### src/rtl/mmp_pkg.sv
// shared constants, types and helpers of the modular matrix power unit
// used by the interfaces, the controller, the datapath and the top level
`default_nettype none

package mmp_pkg;

    localparam int REG_W = 30;
    localparam int CNT_W = 63;
    localparam int IDX_W = 3;
    localparam int PROD_W = 2 * REG_W;

    localparam logic [REG_W-1:0] PRIME  = 30'd1000000007;
    // 2^30 mod prime, used to fold the upper half of a product down
    localparam logic [REG_W-1:0] FOLD_C = 30'd73741817;

    localparam logic [IDX_W-1:0] REG_MAT_00  = 3'd0;
    localparam logic [IDX_W-1:0] REG_MAT_01  = 3'd1;
    localparam logic [IDX_W-1:0] REG_MAT_10  = 3'd2;
    localparam logic [IDX_W-1:0] REG_MAT_11  = 3'd3;
    localparam logic [IDX_W-1:0] REG_START_0 = 3'd4;
    localparam logic [IDX_W-1:0] REG_START_1 = 3'd5;

    localparam logic [REG_W-1:0] RST_MAT_00  = 30'd3;
    localparam logic [REG_W-1:0] RST_MAT_01  = 30'd2;
    localparam logic [REG_W-1:0] RST_MAT_10  = 30'd2;
    localparam logic [REG_W-1:0] RST_MAT_11  = 30'd2;
    localparam logic [REG_W-1:0] RST_START_0 = 30'd6;
    localparam logic [REG_W-1:0] RST_START_1 = 30'd6;

    typedef enum logic [2:0] {
        ST_IDLE,
        ST_BIT,
        ST_MUL_GO,
        ST_MUL_WAIT,
        ST_FINISH
    } t_state;

    typedef enum logic [1:0] {
        MODE_ACC,
        MODE_SQR,
        MODE_VEC
    } t_mode;

    typedef struct packed {
        logic       load;
        logic       mul_go;
        t_mode      mode;
        logic [2:0] k;
        logic       tmp_wr;
        logic       commit;
        logic       sum_clr;
        logic       e_shift;
        logic       out_load;
        logic       out_zero;
    } t_dp_cmd;

    typedef struct packed {
        logic count_zero;
        logic e_zero;
        logic e_lsb;
        logic mul_done;
        logic out_full;
    } t_dp_sts;

    // one conditional subtract: valid for any value below twice the prime
    function automatic logic [REG_W-1:0] mod_reduce(input logic [REG_W-1:0] v);
        mod_reduce = (v >= PRIME) ? (v - PRIME) : v;
    endfunction

endpackage

`default_nettype wire

### src/rtl/mmp_if.sv
// valid/ready channel interfaces of the modular matrix power unit
// depends on mmp_pkg for field widths
`default_nettype none

interface mmp_count_if import mmp_pkg::*; ();
    logic             valid;
    logic             ready;
    logic [CNT_W-1:0] count;
    modport source (output valid, output count, input ready);
    modport sink   (input valid, input count, output ready);
endinterface

interface mmp_answer_if import mmp_pkg::*; ();
    logic             valid;
    logic             ready;
    logic [REG_W-1:0] answer;
    modport source (output valid, output answer, input ready);
    modport sink   (input valid, input answer, output ready);
endinterface

interface mmp_cfg_if import mmp_pkg::*; ();
    logic             valid;
    logic             ready;
    logic [IDX_W-1:0] index;
    logic [REG_W-1:0] data;
    modport source (output valid, output index, output data, input ready);
    modport sink   (input valid, input index, input data, output ready);
endinterface

`default_nettype wire

### src/rtl/modular_matrix_power_2x2_unit.sv
// top level of the modular matrix power unit: controller plus datapath
// depends on mmp_pkg, mmp_if, mmp_ctrl and mmp_dp
//
// usage:
// - i_count carries n; one answer per count leaves on o_answer, equal to the
//   sum of the entries of M^(n-1) * start vector modulo 1000000007
// - i_cfg writes the six registers (matrix row-major, then start vector);
//   it is always ready, indexes beyond the list are dropped; write only
//   while the unit is idle
// - one count is worked on at a time; i_count is ready only in the idle state
// - each modular product runs on the single shared 30x30 multiplier (one
//   multiply, folds of the upper half until it is zero, one accumulate); a
//   matrix step is eight products, and a count takes L + W steps, L the bit
//   length of n-1 and W its set bits, then four products for the vector;
//   n of 0 skips the products
// - the answer sits in an output register; the next count is taken while
//   it waits, and a finished answer holds in the controller until the
//   register is free, so a stalled receiver stalls only at that point
// - reset (synchronous, active low) restores the register reset values and
//   drops any work and any pending answer
`default_nettype none

module modular_matrix_power_2x2_unit import mmp_pkg::*; (
    input  wire logic   i_clk,
    input  wire logic   i_rst_n,
    mmp_count_if.sink   i_count,
    mmp_answer_if.source o_answer,
    mmp_cfg_if.sink     i_cfg
);

    t_dp_cmd cmd;
    t_dp_sts sts;
    logic    in_ready;

    // configuration transfers are taken every cycle
    assign i_cfg.ready   = 1'b1;
    assign i_count.ready = in_ready;

    // sequencer: exponent bits, matrix steps, final vector product
    mmp_ctrl u_ctrl (
        .i_clk      (i_clk),
        .i_rst_n    (i_rst_n),
        .i_in_valid (i_count.valid),
        .o_in_ready (in_ready),
        .i_sts      (sts),
        .o_cmd      (cmd)
    );

    // registers, shared modular multiplier and output register
    mmp_dp u_dp (
        .i_clk       (i_clk),
        .i_rst_n     (i_rst_n),
        .i_cmd       (cmd),
        .o_sts       (sts),
        .i_count     (i_count.count),
        .i_cfg_wr    (i_cfg.valid),
        .i_cfg_idx   (i_cfg.index),
        .i_cfg_data  (i_cfg.data),
        .i_out_ready (o_answer.ready),
        .o_out_valid (o_answer.valid),
        .o_answer    (o_answer.answer)
    );

endmodule

`default_nettype wire

### src/rtl/mmp_ctrl.sv
// sequencer of the modular matrix power unit: walks the exponent bits and
// the modular products of each matrix step; depends on mmp_pkg
`default_nettype none

module mmp_ctrl import mmp_pkg::*; (
    input  wire logic    i_clk,
    input  wire logic    i_rst_n,
    input  wire logic    i_in_valid,
    output logic         o_in_ready,
    input  wire t_dp_sts i_sts,
    output t_dp_cmd      o_cmd
);

    t_state     r_state, n_state;
    t_mode      r_mode, n_mode;
    logic [2:0] r_k, n_k;
    logic       r_zero, n_zero;

    always_ff @(posedge i_clk) begin
        if (!i_rst_n) begin
            r_state <= ST_IDLE;
            r_mode  <= MODE_SQR;
            r_k     <= '0;
            r_zero  <= 1'b0;
        end else begin
            r_state <= n_state;
            r_mode  <= n_mode;
            r_k     <= n_k;
            r_zero  <= n_zero;
        end
    end

    always_comb begin
        n_state    = r_state;
        n_mode     = r_mode;
        n_k        = r_k;
        n_zero     = r_zero;
        o_in_ready = 1'b0;
        o_cmd      = '0;
        o_cmd.mode = r_mode;
        o_cmd.k    = r_k;
        unique case (r_state)
            ST_IDLE: begin
                o_in_ready = 1'b1;
                if (i_in_valid) begin
                    o_cmd.load = 1'b1;
                    n_zero     = i_sts.count_zero;
                    n_state    = i_sts.count_zero ? ST_FINISH : ST_BIT;
                end
            end
            ST_BIT: begin
                o_cmd.sum_clr = 1'b1;
                n_k           = '0;
                n_state       = ST_MUL_GO;
                if (i_sts.e_zero) begin
                    n_mode = MODE_VEC;
                end else begin
                    n_mode = i_sts.e_lsb ? MODE_ACC : MODE_SQR;
                end
            end
            ST_MUL_GO: begin
                o_cmd.mul_go = 1'b1;
                n_state      = ST_MUL_WAIT;
            end
            ST_MUL_WAIT: begin
                if (i_sts.mul_done) begin
                    if (r_mode == MODE_VEC) begin
                        if (r_k == 3'd3) begin
                            n_state = ST_FINISH;
                        end else begin
                            n_k     = r_k + 3'd1;
                            n_state = ST_MUL_GO;
                        end
                    end else begin
                        if (r_k[0]) begin
                            o_cmd.tmp_wr  = 1'b1;
                            o_cmd.sum_clr = 1'b1;
                        end
                        if (r_k == 3'd7) begin
                            o_cmd.commit = 1'b1;
                            n_k          = '0;
                            if (r_mode == MODE_ACC) begin
                                n_mode  = MODE_SQR;
                                n_state = ST_MUL_GO;
                            end else begin
                                o_cmd.e_shift = 1'b1;
                                n_state       = ST_BIT;
                            end
                        end else begin
                            n_k     = r_k + 3'd1;
                            n_state = ST_MUL_GO;
                        end
                    end
                end
            end
            ST_FINISH: begin
                if (!i_sts.out_full) begin
                    o_cmd.out_load = 1'b1;
                    o_cmd.out_zero = r_zero;
                    n_state        = ST_IDLE;
                end
            end
            default: begin
                n_state = ST_IDLE;
            end
        endcase
    end

endmodule

`default_nettype wire

### src/rtl/mmp_dp.sv
// datapath of the modular matrix power unit: configuration registers, matrix
// and vector registers, one shared modular multiplier, output register; uses mmp_pkg
`default_nettype none

module mmp_dp import mmp_pkg::*; (
    input  wire logic             i_clk,
    input  wire logic             i_rst_n,
    input  wire t_dp_cmd          i_cmd,
    output t_dp_sts               o_sts,
    input  wire logic [CNT_W-1:0] i_count,
    input  wire logic             i_cfg_wr,
    input  wire logic [IDX_W-1:0] i_cfg_idx,
    input  wire logic [REG_W-1:0] i_cfg_data,
    input  wire logic             i_out_ready,
    output logic                  o_out_valid,
    output logic [REG_W-1:0]      o_answer
);

    function automatic logic [REG_W-1:0] pick4(
        input logic [REG_W-1:0] a0, input logic [REG_W-1:0] a1,
        input logic [REG_W-1:0] a2, input logic [REG_W-1:0] a3,
        input logic [1:0] sel);
        logic [REG_W-1:0] v;
        unique case (sel)
            2'd0:    v = a0;
            2'd1:    v = a1;
            2'd2:    v = a2;
            default: v = a3;
        endcase
        pick4 = v;
    endfunction

    // configuration registers
    logic [REG_W-1:0] r_m00, r_m01, r_m10, r_m11, r_st0, r_st1;

    always_ff @(posedge i_clk) begin
        if (!i_rst_n) begin
            r_m00 <= RST_MAT_00;
            r_m01 <= RST_MAT_01;
            r_m10 <= RST_MAT_10;
            r_m11 <= RST_MAT_11;
            r_st0 <= RST_START_0;
            r_st1 <= RST_START_1;
        end else if (i_cfg_wr) begin
            unique case (i_cfg_idx)
                REG_MAT_00:  r_m00 <= i_cfg_data;
                REG_MAT_01:  r_m01 <= i_cfg_data;
                REG_MAT_10:  r_m10 <= i_cfg_data;
                REG_MAT_11:  r_m11 <= i_cfg_data;
                REG_START_0: r_st0 <= i_cfg_data;
                REG_START_1: r_st1 <= i_cfg_data;
                default:     ;
            endcase
        end
    end

    // working registers
    logic [REG_W-1:0]  r_b0, r_b1, r_b2, r_b3;
    logic [REG_W-1:0]  r_a0, r_a1, r_a2, r_a3;
    logic [REG_W-1:0]  r_t0, r_t1, r_t2;
    logic [REG_W-1:0]  r_s0, r_s1;
    logic [REG_W-1:0]  r_sum;
    logic [CNT_W-1:0]  r_e;
    logic [PROD_W-1:0] r_v;
    logic              r_busy;
    logic              r_out_valid;
    logic [REG_W-1:0]  r_answer;

    // operand selection
    logic [REG_W-1:0] op_x, op_y;
    always_comb begin
        unique case (i_cmd.mode)
            MODE_ACC: begin
                op_x = pick4(r_a0, r_a1, r_a2, r_a3, {i_cmd.k[2], i_cmd.k[0]});
                op_y = pick4(r_b0, r_b1, r_b2, r_b3, {i_cmd.k[0], i_cmd.k[1]});
            end
            MODE_SQR: begin
                op_x = pick4(r_b0, r_b1, r_b2, r_b3, {i_cmd.k[2], i_cmd.k[0]});
                op_y = pick4(r_b0, r_b1, r_b2, r_b3, {i_cmd.k[0], i_cmd.k[1]});
            end
            default: begin
                op_x = pick4(r_a0, r_a1, r_a2, r_a3, i_cmd.k[1:0]);
                op_y = i_cmd.k[0] ? r_s1 : r_s0;
            end
        endcase
    end

    // shared multiplier: first the product, then folding of the upper half
    logic [REG_W-1:0]  hi, lo, mul_a, mul_b, red;
    logic [PROD_W-1:0] product, n_v;
    logic              done;
    logic [REG_W:0]    sum_wide;
    logic [REG_W-1:0]  sum_new;

    assign hi      = r_v[PROD_W-1:REG_W];
    assign lo      = r_v[REG_W-1:0];
    assign mul_a   = r_busy ? hi : op_x;
    assign mul_b   = r_busy ? FOLD_C : op_y;
    assign product = PROD_W'(mul_a) * PROD_W'(mul_b);
    assign n_v     = r_busy ? (product + PROD_W'(lo)) : product;
    assign done    = r_busy && (hi == '0);
    assign red     = mod_reduce(lo);
    assign sum_wide = {1'b0, r_sum} + {1'b0, red};
    assign sum_new = (sum_wide >= {1'b0, PRIME}) ? REG_W'(sum_wide - {1'b0, PRIME})
                                                 : sum_wide[REG_W-1:0];

    always_ff @(posedge i_clk) begin
        if (!i_rst_n) begin
            r_busy <= 1'b0;
        end else if (i_cmd.mul_go) begin
            r_busy <= 1'b1;
        end else if (done) begin
            r_busy <= 1'b0;
        end
    end

    always_ff @(posedge i_clk) begin
        if (i_cmd.mul_go || (r_busy && !done)) begin
            r_v <= n_v;
        end
    end

    always_ff @(posedge i_clk) begin
        if (i_cmd.load) begin
            r_b0 <= mod_reduce(r_m00);
            r_b1 <= mod_reduce(r_m01);
            r_b2 <= mod_reduce(r_m10);
            r_b3 <= mod_reduce(r_m11);
            r_a0 <= REG_W'(1);
            r_a1 <= '0;
            r_a2 <= '0;
            r_a3 <= REG_W'(1);
            r_s0 <= mod_reduce(r_st0);
            r_s1 <= mod_reduce(r_st1);
            r_e  <= i_count - CNT_W'(1);
        end else begin
            if (i_cmd.e_shift) begin
                r_e <= r_e >> 1;
            end
            if (i_cmd.tmp_wr) begin
                unique case (i_cmd.k[2:1])
                    2'd0:    r_t0 <= sum_new;
                    2'd1:    r_t1 <= sum_new;
                    2'd2:    r_t2 <= sum_new;
                    default: ;
                endcase
            end
            if (i_cmd.commit) begin
                if (i_cmd.mode == MODE_ACC) begin
                    r_a0 <= r_t0;
                    r_a1 <= r_t1;
                    r_a2 <= r_t2;
                    r_a3 <= sum_new;
                end else begin
                    r_b0 <= r_t0;
                    r_b1 <= r_t1;
                    r_b2 <= r_t2;
                    r_b3 <= sum_new;
                end
            end
        end
    end

    always_ff @(posedge i_clk) begin
        if (i_cmd.sum_clr || i_cmd.load) begin
            r_sum <= '0;
        end else if (done) begin
            r_sum <= sum_new;
        end
    end

    // output register
    always_ff @(posedge i_clk) begin
        if (!i_rst_n) begin
            r_out_valid <= 1'b0;
        end else if (i_cmd.out_load) begin
            r_out_valid <= 1'b1;
        end else if (i_out_ready) begin
            r_out_valid <= 1'b0;
        end
    end

    always_ff @(posedge i_clk) begin
        if (i_cmd.out_load) begin
            r_answer <= i_cmd.out_zero ? '0 : r_sum;
        end
    end

    assign o_out_valid      = r_out_valid;
    assign o_answer         = r_answer;
    assign o_sts.count_zero = (i_count == '0);
    assign o_sts.e_zero     = (r_e == '0);
    assign o_sts.e_lsb      = r_e[0];
    assign o_sts.mul_done   = done;
    assign o_sts.out_full   = r_out_valid && !i_out_ready;

endmodule

`default_nettype wire

### src/flat_wrapper.sv
// flat-port wrapper written by rule: the top's interface ports become plain ports
module modular_matrix_power_2x2_unit_flat import mmp_pkg::*;
  (i_clk, i_rst_n, i_count_valid, i_count_count, i_count_ready, o_answer_valid, o_answer_answer, o_answer_ready, i_cfg_valid, i_cfg_index, i_cfg_data, i_cfg_ready);
  mmp_count_if i_count_i ();
  mmp_answer_if o_answer_i ();
  mmp_cfg_if i_cfg_i ();
  input  wire logic i_clk;
  input  wire logic i_rst_n;
  input wire logic [$bits(i_count_i.valid)-1:0] i_count_valid;
  input wire logic [$bits(i_count_i.count)-1:0] i_count_count;
  output wire logic [$bits(i_count_i.ready)-1:0] i_count_ready;
  output wire logic [$bits(o_answer_i.valid)-1:0] o_answer_valid;
  output wire logic [$bits(o_answer_i.answer)-1:0] o_answer_answer;
  input wire logic [$bits(o_answer_i.ready)-1:0] o_answer_ready;
  input wire logic [$bits(i_cfg_i.valid)-1:0] i_cfg_valid;
  input wire logic [$bits(i_cfg_i.index)-1:0] i_cfg_index;
  input wire logic [$bits(i_cfg_i.data)-1:0] i_cfg_data;
  output wire logic [$bits(i_cfg_i.ready)-1:0] i_cfg_ready;
  assign i_count_i.valid = i_count_valid;
  assign i_count_i.count = i_count_count;
  assign i_count_ready = i_count_i.ready;
  assign o_answer_valid = o_answer_i.valid;
  assign o_answer_answer = o_answer_i.answer;
  assign o_answer_i.ready = o_answer_ready;
  assign i_cfg_i.valid = i_cfg_valid;
  assign i_cfg_i.index = i_cfg_index;
  assign i_cfg_i.data = i_cfg_data;
  assign i_cfg_ready = i_cfg_i.ready;
  modular_matrix_power_2x2_unit u_core (.i_clk(i_clk), .i_rst_n(i_rst_n), .i_count(i_count_i), .o_answer(o_answer_i), .i_cfg(i_cfg_i));
endmodule
### config.mk
export PLATFORM = sky130hd
export DESIGN_NAME = modular_matrix_power_2x2_unit_flat
export DESIGN_NICKNAME = d
export VERILOG_FILES = /design/src/rtl/mmp_pkg.sv /design/src/rtl/mmp_if.sv /design/src/rtl/modular_matrix_power_2x2_unit.sv /design/src/rtl/mmp_ctrl.sv /design/src/rtl/mmp_dp.sv /design/src/flat_wrapper.sv
export SDC_FILE = /design/constraint.sdc
export NUM_CORES = 2
export LEC_CHECK = 0
export BUFFER_PORTS_ARGS = -buffer_cell sky130_fd_sc_hd__buf_4
export CAP_MARGIN = 20
export CORE_UTILIZATION = 60
export DETAILED_ROUTE_END_ITERATION = 7
export GPL_TIMING_DRIVEN = 0
export PLACE_DENSITY = 0.84
export SKIP_CTS_REPAIR_TIMING = 1
export SYNTH_ARGS = -nofsm -noshare
export SYNTH_HDL_FRONTEND = slang
export SYNTH_SLANG_ARGS = --single-unit
### constraint.sdc
create_clock -name i_clk -period 34.9 [get_ports i_clk]
set_clock_uncertainty 0.15 [all_clocks]
set_input_delay 6.98 -clock i_clk [delete_from_list [all_inputs] [get_ports i_clk]]
set_output_delay 6.98 -clock i_clk [all_outputs]
set_load 0.01 [all_outputs]
# After elaboration in Yosys (flattened, before gate mapping)
# Cells that the tools add are included.
[word_totals]
mem_bits_rw = 0
memories = 0
elab_cells = 190
ff_bits = 764
latch_bits = 0
in_bits = 101
rom_bits = 0
out_inout_bits = 33
[op_classes]
multipliers = 1
n_reduce_logical = 38
n_addsub = 12
mux = 72
order_cmp = 8
shifts = 0
n_eq_ne = 29
div = 0
n_bitwise = 1
[ops]
columns = ["operator", "n"]
rows = [
  ["$mux W30", 24],
  ["$pmux W30 S3", 4],
  ["$sub A30 B30 Y30 const B", 8],
  ["$ge A30 B30 Y1 const B", 7],
  ["$logic_not A63 Y1", 2],
  ["$mux W63", 2],
  ["$sub A63 B1 Y63 const B", 1],
  ["$add A60 B30 Y60", 1],
  ["$mul A30 B30 Y60", 1],
  ["$mux W60", 1],
  ["$pmux W30 S2", 1],
  ["$mux W3", 11],
  ["$add A30 B30 Y31", 1],
  ["$ge A31 B30 Y1 const B", 1],
  ["$logic_not A30 Y1", 1],
  ["$mux W2", 9],
  ["$reduce_and A2 Y1", 9],
  ["$eq A3 B2 Y1 const B", 5],
  ["$pmux W3 S5", 1],
  ["$reduce_and A3 Y1", 5],
  ["$mux W1", 14],
  ["$ne A2 B2 Y1 const B", 7],
  ["$eq A3 B3 Y1 const B", 4],
  ["$eq A2 B1 Y1 const B", 5],
  ["other kinds (17)", 36],
]

# Longest topological paths before layout
[depth]
depth_word = 8
ltp_mapped = 55
ltp_nobuf = 46

# Hierarchy
# A second synthesis with hierarchy kept.
[hier_totals]
hier_cells = 7815
hier_area_um2 = 71282.1
[by_module_without_submodules]
columns = ["mod", "seq_area_each_um2", "n_inst", "cells_per_inst", "area_per_inst_um2"]
rows = [
  ["mmp_dp", 19348.6, 1, 7734, 70590.2],
  ["mmp_ctrl", 180.2, 1, 79, 680.7],
  ["modular_matrix_power_2x2_unit", 0.0, 1, 2, 11.3],
]

# Least setup slack after synthesis
# No wires, ideal clock.
[synth_timing]
path_type = "flip-flop to flip-flop"
start = "register u_core.u_ctrl.r_k[0]"
end = "register u_core.u_dp.r_v[52] (data pin)"
synth_period_minus_slack_ns = 12.902
slack_ns = 21.998
path_stages_with_launch = 51
path_buffers = 11
arrival_ns = 12.491
required_time_ns = 34.488
setup_time_ns = 0.262
cell_sequence = "dfxtp_1 > clkbuf_1 > buf_2 > buf_1 > clkbuf_1 > buf_2 > buf_2 > inv_1 > ha_1 > clkbuf_1 > clkbuf_1 > clkbuf_1 > a222oi_1 > nand2_1 > o211a_1 > a211oi_1 > clkbuf_1 > nor2_1 > [15 not listed] > clkbuf_1 > nand2_1 > a2111oi_0 > a211o_1 > nor2b_1 > nor2_1 > xnor2_1 > ha_1 > and2_1 > nand2_1 > nor4_1 > a211o_1 > a31oi_1 > a211oi_1 > nor4b_1 > nand2_1 > nor3_1 > xnor2_1"
[synth_via]
elab_chain_len = 7
elab_cells_between_ends = 21
classes_between = "1 x add/sub; 1 x mul; 6 x eq/ne; 10 x mux; 3 x reduce/logical"
[synth_lines]
columns = ["item", "line", "rtl"]
rows = [
  ["from (decl)", "mmp_ctrl.sv:16", "logic [2:0] r_k, n_k;"],
  ["from (signal assigned)", "mmp_ctrl.sv:28", "r_k <= n_k;"],
  ["$eq A2 B2 Y1, or another cell as far along", "mmp_dp.sv:24", "unique case (sel)"],
  ["$pmux W30 S3", "mmp_dp.sv:24", ""],
  ["$pmux W30 S2 or $mux W30 (tied branches)", "--", ""],
  ["$mux W30, on equally long branches", "mmp_dp.sv:97, mmp_dp.sv:98", ""],
  ["$mul A30 B30 Y60 (*)", "mmp_dp.sv:99", "assign product = PROD_W'(mul_a) * PROD_W'(mul_b);"],
  ["$add A60 B30 Y60", "mmp_dp.sv:100", "assign n_v = r_busy ? (product + PROD_W'(lo)) : product;"],
  ["$mux W60 (*)", "mmp_dp.sv:100", ""],
  ["named net u_core.u_dp.n_v[52]", "mmp_dp.sv:90", "logic [PROD_W-1:0] product, n_v;"],
  ["to (signal assigned)", "mmp_dp.sv:119", "r_v <= n_v;"],
  ["to (decl)", "mmp_dp.sv:64", "logic [PROD_W-1:0] r_v;"],
]
# Mark *: on every way through the listed nets, which the timed path passes. The rest lies on a longest branch.
# A chain may end at the register's enable or synchronous reset.

# Worst setup path in the final report
# Same ends and word-level chain as after synthesis.

==> out/qor.csv <==
metric,value,unit
crit_family,adder cells,
synth_top_cells_by_area,"fa_1 22%, edfxtp_1 18%, dfxtp_1 9.6%",
coreArea,117000,um^2
fp.dieH,346,um
htreeDepth,3,
muxShareOfSynthArea,2.76,%
drc,22,
hp-class,register to register,
rsz0062_at_grt,false,
synth-simple-area-share,17.5,%
grt_use_total,51.5,%
root_buffer,clkbuf_16,
synth_nets,9215,
r2r_start,u_core.u_ctrl.r_k[0],
fin_nets,9533,
viasPerCell,6.58,
cts_buffers,83,
ys_seq_area_share,27.5,%
synth_top_family_by_area,adder cells,
antenna_found_initial,25,
synthesis.instances,8006,
vias,65300,
synth_fa_ha_area_share,27.8,%
drtAntennaViolNets,0,
synth_common_cells,"1,570 x nand2_1, 957 x inv_1, 782 x fa_1, 690 x nor2_1, 423 x edfxtp_1",
post_synth_instance_area,71100,um^2
status,"complete, but fails checks",
firstDrtPassIters,8,
start_util,60.9,%
max_freq,0.0584,GHz
grt_max_degree,65,
clock_latency,0.73,ns
fp.dieW,346,um
yosysWarnings,0,
end_kind,register,
setup_viol,0,
maxSlewViolCount,0,
synth_xor_area_share,4.63,%
gp_congestion,1.14,
area_delta_synth_final,10.4,%
period_share,49.1,%
hpwl,245,mm
cts_tree,built,
avgSynthCellArea,8.88,um^2
synth_compound_area_share,12.7,%
synth_top_area_cell,fa_1,
synth_top_cell_area_share,22.0,%
drive_gt1_share,6.97,%
cp_num_buf_inv,18,
arrival,17.45,ns
first_global_vias,63200,
hold_viol,0,
totalWireLength,309,mm
setup.worst_path.start,u_core.u_ctrl.r_k[0],
crit_top_cell,fa_1,
slew-limit-headroom,11.4,%
drt_iter0_markers,9917,
cts_max_path_buffers,3,
violations,design-rule violations,
cp-start-kind,register,
synth-async-reset-ratio,0,%
cp_max_fo,10,
slowest_stage,a21oi_1,
required,35.22,ns
top_regs,"u_core.u_dp.r_e: 63 flops, u_core.u_dp.r_v: 60 flops",
holdWs,0.325,ns
fin_setup_tns,0,ns
clk_pin_slew_worst_paths,0.06,ns
tightest_slew,1.33,ns
period_minus_slack,17.14,ns
largest_reg_flops,63,
overflow,0,
regMostFlops,u_core.u_dp.r_e,
synth.most_common_cell,nand2_1,
critPathMaxStageDelay,0.99,ns
grt_pass1_wl,438,mm
portBuffers,131,
synth.distinct_cells,92,
rrSetupSlack,17.76,ns
wire_per_inst,31.1,um
ios,134,
ys_ff_latch,764,
synth_edf_count,423,
setup.worst_path.class,register to register,
hp-start,u_core.u_dp.r_a0[20],
dieArea,120000,um^2
drv_cap,0,
row_count,125,
synthFlopType,edfxtp_1,
cts_num_sinks,764,
## metrics by stage
step | util, % | instances | worst slack [ns] | area (um^2)
6_report | 67.2 | 9926 | 17.76 | 78500
3_3_place_gp | 63.3 | 9661 | 16.97 | 74000
3_5_place_dp | 64.6 | 9751 | 17.98 | 75500
5_1_grt | 67.2 | 9917 | 17.30 | 78500
4_1_cts | 67.0 | 9905 | 17.93 | 78300
2_1_floorplan | - | 8006 | 22.00 | 71100
## worst paths after layout
path                                to  cells past startpoint
hold / removal    u_core.u_dp.r_a0[20]                      2
hold reg to reg   u_core.u_dp.r_a0[20]                      2
setup / recovery   u_core.u_dp.r_v[52]                     51
setup reg to reg   u_core.u_dp.r_v[52]                     51
## metal layers
metal / wire length [um] / track usage [%]
met1: 102000 / 61.1
met2: 126000 / 72.8
met3: 45900 / 19.2
met4: 35400 / 46.3
met5: 150 / 0
## cell families (layout without fill, tap and decap cells)
| group | Yosys count | in the layout |
|---|---|---|
| AOI/OAI and AO/OA | 1380 | 1380 |
| xor gates and xnor gates | 376 | 376 |
| adders and majority gates | 1108 | 1108 |
| buffers and inverters | 1358 | 1745 |
| DFF | 764 | 764 |
| muxes | 116 | 116 |
| other | 1 | 10 |
| and+or+nand+nor | 2903 | 2903 |
## worst register-to-register path, delay by kind of cell, from the launching register on
family                     cells  cell delay [ns]
DFF                            1             0.41
adders and majority gates     11             4.81
and+or+nand+nor               11             2.23
AOI/OAI and AO/OA              9             4.42
xor gates and xnor gates       2             0.28
buffers and inverters         18             4.59
## placed cells by master, fill, tap and decap left out, drive strengths merged, types with 61 or more instances in the layout
master / n
a211oi: 119
fa: 782
dfxtp: 341
xnor2: 228
a21oi: 389
nor2: 690
nor3: 74
xor2: 148
a21o: 61
and2: 113
a21boi: 182
nor4: 62
o21ai: 305
ha: 326
clkbuf: 467
nand2: 1570
buf: 279
nand3: 116
edfxtp: 423
inv: 958
## area by class of cell
class / count / area, um^2
clock inverters: 41 / 469
inverters: 958 / 3600
repair buffers: 233 / 2320
flip-flops and latches: 764 / 19500
clock buffers: 113 / 2300
plain buffers: 400 / 1540
diodes: 9 / 22.5
well taps: 1524 / 1910
multi-input cells: 5884 / 46800
fillers: 9635 / 38400
Power is not shown: default switching activity piles up to over one toggle a cycle in this logic, so the estimate is an artifact.
